==> src/design/arf_pkg.sv <==
package arf_pkg;

  localparam int unsigned CfgIdxW  = 3;
  localparam int unsigned CfgDataW = 32;
  localparam int unsigned KeyW     = 64;
  localparam int unsigned TimeW    = 32;
  localparam int unsigned HeapW    = 24;
  localparam int unsigned RateW    = 8;
  localparam int unsigned WinW     = 16;
  localparam int unsigned EntryW   = 2 * KeyW + TimeW;

  localparam logic [WinW-1:0]  WindowMsRst      = 16'd1000;
  localparam logic [RateW-1:0] NormalRateRst    = 8'd4;
  localparam logic [RateW-1:0] BootRateRst      = 8'd2;
  localparam logic [RateW-1:0] EmergencyRateRst = 8'd1;
  localparam logic [TimeW-1:0] BootEndMsRst     = 32'd60000;
  localparam logic [HeapW-1:0] HeapThresholdRst = 24'd15000;
  localparam logic [TimeW-1:0] RevalidateMsRst  = 32'd300000;
  localparam logic [RateW-1:0] CountMax         = 8'hFF;

  typedef enum logic [CfgIdxW-1:0] {
    CFG_WINDOW_MS      = 3'd0,
    CFG_NORMAL_RATE    = 3'd1,
    CFG_BOOT_RATE      = 3'd2,
    CFG_EMERGENCY_RATE = 3'd3,
    CFG_BOOT_END_MS    = 3'd4,
    CFG_HEAP_THRESHOLD = 3'd5,
    CFG_REVALIDATE_MS  = 3'd6
  } cfg_reg_e;

  typedef enum logic [2:0] {
    ST_IDLE,
    ST_RATE,
    ST_SEARCH,
    ST_PASS,
    ST_DROP
  } state_e;

  typedef struct packed {
    logic in_ready;
    logic cap_item;
    logic rate_step;
    logic search_start;
    logic search_step;
    logic wr_hit;
    logic wr_miss;
    logic out_load;
    logic out_value;
  } cmd_t;

  typedef struct packed {
    logic is_announce;
    logic path_known;
    logic over_rate;
    logic hit;
    logic repeat_seen;
    logic miss;
    logic out_free;
  } status_t;

endpackage

==> src/design/arf_ctrl.sv <==
module arf_ctrl (
  input  logic             clk_i,
  input  logic             rst_ni,
  input  logic             in_valid_i,
  input  arf_pkg::status_t status_i,
  output arf_pkg::cmd_t    cmd_o
);

  arf_pkg::state_e state_q, state_d;

  always_ff @(posedge clk_i or negedge rst_ni) begin
    if (!rst_ni) begin
      state_q <= arf_pkg::ST_IDLE;
    end else begin
      state_q <= state_d;
    end
  end

  always_comb begin
    state_d = state_q;
    case (state_q)
      arf_pkg::ST_IDLE: begin
        if (in_valid_i) state_d = arf_pkg::ST_RATE;
      end
      arf_pkg::ST_RATE: begin
        if (!status_i.is_announce) state_d = arf_pkg::ST_PASS;
        else if (status_i.over_rate) state_d = arf_pkg::ST_DROP;
        else if (status_i.path_known) state_d = arf_pkg::ST_SEARCH;
        else state_d = arf_pkg::ST_PASS;
      end
      arf_pkg::ST_SEARCH: begin
        if (status_i.hit) begin
          state_d = status_i.repeat_seen ? arf_pkg::ST_DROP : arf_pkg::ST_PASS;
        end else if (status_i.miss) begin
          state_d = arf_pkg::ST_PASS;
        end
      end
      arf_pkg::ST_PASS, arf_pkg::ST_DROP: begin
        if (status_i.out_free) state_d = arf_pkg::ST_IDLE;
      end
      default: state_d = arf_pkg::ST_IDLE;
    endcase
  end

  always_comb begin
    cmd_o = '0;
    case (state_q)
      arf_pkg::ST_IDLE: begin
        cmd_o.in_ready = 1'b1;
        cmd_o.cap_item = in_valid_i;
      end
      arf_pkg::ST_RATE: begin
        cmd_o.rate_step    = status_i.is_announce;
        cmd_o.search_start = 1'b1;
      end
      arf_pkg::ST_SEARCH: begin
        cmd_o.search_step = 1'b1;
        cmd_o.wr_hit      = status_i.hit && !status_i.repeat_seen;
        cmd_o.wr_miss     = !status_i.hit && status_i.miss;
      end
      arf_pkg::ST_PASS: begin
        cmd_o.out_load  = status_i.out_free;
        cmd_o.out_value = 1'b1;
      end
      arf_pkg::ST_DROP: begin
        cmd_o.out_load  = status_i.out_free;
        cmd_o.out_value = 1'b0;
      end
      default: cmd_o = '0;
    endcase
  end

endmodule

==> config.mk <==
export PLATFORM = sky130hd
export DESIGN_NAME = arf_ctrl
export DESIGN_NICKNAME = d
export VERILOG_FILES = /design/src/design/arf_pkg.sv /design/src/design/arf_ctrl.sv
export SDC_FILE = /design/constraint.sdc
export NUM_CORES = 1
export LEC_CHECK = 0
export BUFFER_PORTS_ARGS = -buffer_cell sky130_fd_sc_hd__buf_2
export CAP_MARGIN = 20
export CORE_AREA = 8 8 45 47
export DETAILED_ROUTE_END_ITERATION = 12
export DIE_AREA = 0 0 53 55
export HOLD_SLACK_MARGIN = 0.03
export PLACE_DENSITY = 0.46
export REMOVE_ABC_BUFFERS = 1
export SYNTH_ARGS = -nofsm -noshare
export SYNTH_HDL_FRONTEND = slang
export SYNTH_SLANG_ARGS = --single-unit
==> constraint.sdc <==
create_clock -name clk_i -period 1.85 [get_ports clk_i]
set_clock_uncertainty 0.2 [all_clocks]
set_input_delay 0.37 -clock clk_i [delete_from_list [all_inputs] [get_ports clk_i]]
set_output_delay 0.37 -clock clk_i [all_outputs]
set_load 0.05 [all_outputs]
==> flow_metrics.env <==
export IMPL_die_area_um2=2915
export IMPL_coreArea_um2=1384
export IMPL_num_rows=14
export IMPL_die_x_um=53
export IMPL_path_cells="and3b_1, a21oi_2, and2b_2, buf_6"
export IMPL_drtAntennaViolNets=0
export IMPL_cts_sinks=3
export IMPL_netlist_area_leader_share_pct=27.03
export IMPL_max_cap_viol_count=0
export IMPL_synth_edf_count=0
export IMPL_boundaryPins=19
export IMPL_drtIter0Drc=1
export IMPL_synth_area_top_cells="dfrtp_1 27%, nor3b_1 14%, mux2_1 8.1%"
export IMPL_final_cells=79
export IMPL_setup_ws_ps=-101.6
export IMPL_htreeDepth=1
export IMPL_startpoint_type="register"
export IMPL_worstSetupPathType="register to output pin"
export IMPL_yosysTopAreaCell="dfrtp_1"
export IMPL_finalNetCount=74
export IMPL_synthDistinctLibCells=19
export IMPL_crit_buf_inv=1
export IMPL_dp_cells=71
export IMPL_yosysSeqAreaShare_pct=27.03
export IMPL_rsz0062_at_grt="true"
export IMPL_syn_area_per_cell_um2=8.170
export IMPL_die_height_um=55
export IMPL_end_kind="output pin"
export IMPL_start_util_pct=20.07
export IMPL_cp_max_fo=8
export IMPL_tightest_slew_ps=230.2
export IMPL_max_slew_margin_pct=84.62
export IMPL_regMostFlops="state_q"
export IMPL_r2r_setup_slack_ps=170
export IMPL_violations="setup timing"
export IMPL_cts_path_max_buffers=2
export IMPL_area_growth_pct=90.09
export IMPL_cp_required_ps=1280
export IMPL_ys_ff_latch=3
export IMPL_place_ws_ps=67.08
export IMPL_overflow=0
export IMPL_hold_viol_final=0
export IMPL_hold_worst_slack_ps=266.0
export IMPL_grt_pass1_wl_mm=1.469
export IMPL_arrival_ps=1380
export IMPL_grt_pass1_vias=362
export IMPL_slew_violations=0
export IMPL_synth_ff_type="dfrtp_1"
export IMPL_synthCells=34
export IMPL_crit_slowest_cell="dfrtp_2"
export IMPL_vias=357
export IMPL_tns_ps=-101.6
export IMPL_largest_register_ffs=3
export IMPL_drive_gt1_share_pct=61.90
export IMPL_insertion_delay_ps=230
export IMPL_clkSlewWorstSetupHoldPaths_ps=40
export IMPL_antenna_found_initial=0
export IMPL_hold_class="input port to async pin"
export IMPL_period_share_pct=105.5
export IMPL_status="complete, but fails checks"
export IMPL_layout_min_cycle_time_ps=1952
export IMPL_design_power_total_mw=1.012
export IMPL_setup_viol=1
export IMPL_antenna_cells=0
export IMPL_cts_tree="yes"
export IMPL_grt_use_total_pct=6.619
export IMPL_numCtsBuffers=3
export IMPL_ys_async_sr_fraction_pct=100.0
export IMPL_routed_wirelength_um=875
export IMPL_powerDensity_nw_per_um2=1917
export IMPL_max_stage_delay_ps=440
export IMPL_vdd_drop_max_mv=0.6063
export IMPL_synth_warnings=0
export IMPL_critPathTopFamily="simple AND/OR/NAND/NOR gates"
export IMPL_grt_start_max_net_pins=9
export IMPL_netlist_area_um2=277.8
export IMPL_p_leak_nw=0.2552
export IMPL_finalWeightedCongestion=0.7368
export IMPL_wl_per_cell_um=11.08
export IMPL_fmax_ghz=0.5124
export IMPL_cts_root_buf="clkbuf_4"
export IMPL_route_detailed_drc=0
export IMPL_viasPerCell=4.519
export IMPL_reg_top3="state_q: 3 flops"
export IMPL_place_hpwl_um=698.5
export IMPL_detailedRoute_firstPassIterationCount=2
export IMPL_io_buffers=18
==> area by class of cell <==
type,count,area [um2]
fillers,147,855.8
clock buffers,4,26.28
well taps,16,20.02
flip-flops and latches,3,77.57
inverters,1,3.754
repair buffers,26,186.4
multi-input cells,29,214.0
==> kinds of logic after synthesis <==
logic type / count (synthesis) / share of synthesized area [%]
multiplexers: 2 / 8.108
buffers and inverters: 2 / 3.150
AO/OA/AOI/OAI: 8 / 21.62
AND/OR/NAND/NOR: 19 / 40.09
flip-flops: 3 / 27.03
==> report_power, final <==
group / switching, mW / internal [mW]
combinational: 0.432 / 0.314
sequential: 0.0516 / 0.101
clock: 0.0331 / 0.0808
total: 0.517 / 0.495
==> Yosys cell counts, types with 2 or more instances <==
cell / instances
and2_1: 2
o21ai_2: 2
dfrtp_1: 3
mux2_1: 2
o21ai_0: 2
nor3b_1: 5
nand2_1: 3
nor2_1: 4
==> cell usage in the layout (no fill, tap or decap), types with 2 or more instances in the layout <==
cell and count:
and2_1 2, o21ai_2 2, buf_4 11, dfrtp_2 2, buf_2 9, nand2_1 2
nor3b_2 3, mux2_1 2, o21ai_0 2, nor2_1 3, buf_6 3, nor3b_1 2
clkbuf_4 5
==> path summary, 6_finish.rpt <==
check / startpoint / endpoint / depth (start not counted)
min: rst_ni / state_q[0]$_DFFE_PN0P_ / 2
max in group asynchronous: rst_ni / state_q[1]$_DFFE_PN0P_ / 2
max: state_q[1]$_DFFE_PN0P_ / cmd_o[1] / 4
min reg2reg: state_q[0]$_DFFE_PN0P_ / state_q[0]$_DFFE_PN0P_ / 1
max reg2reg: state_q[2]$_DFFE_PN0P_ / state_q[1]$_DFFE_PN0P_ / 5
min in group clk_i: status_i[0] / state_q[2]$_DFFE_PN0P_ / 3
==> metal layers <==
| layer | GRT usage [%] | vias to the layer above | part of all wire (%) |
|---|---|---|---|
| li1 | - | 182 | - |
| met1 | 5.945 | 164 | 37 |
| met2 | 11.91 | 9 | 53 |
| met3 | 2.406 | 2 | 8.5 |
| met4 | 5.172 | 0 | 1.0 |
| met5 | 0 | - | 0 |
==> metrics by stage <==
stage          util [%]  cell area [um2]
3_3_place_gp      29.84            412.9
2_1_floorplan         -            272.8
6_report          38.16            528.0
4_1_cts           37.07            513.0
5_1_grt           38.16            528.0
3_5_place_dp      29.84            412.9
==> repair_timing <==
action | 4_1_cts | 5_1_grt
endpoints found under the hold margin | 3 | 0
pin swaps | 5 | 1
hold buffers | 1 | 0
gates cloned | 0 | 0
setup endpoints to repair | 6 | 9
setup buffers | 2 | 1
gates resized for setup | 16 | 4
Power figures use the tool's default switching activity.
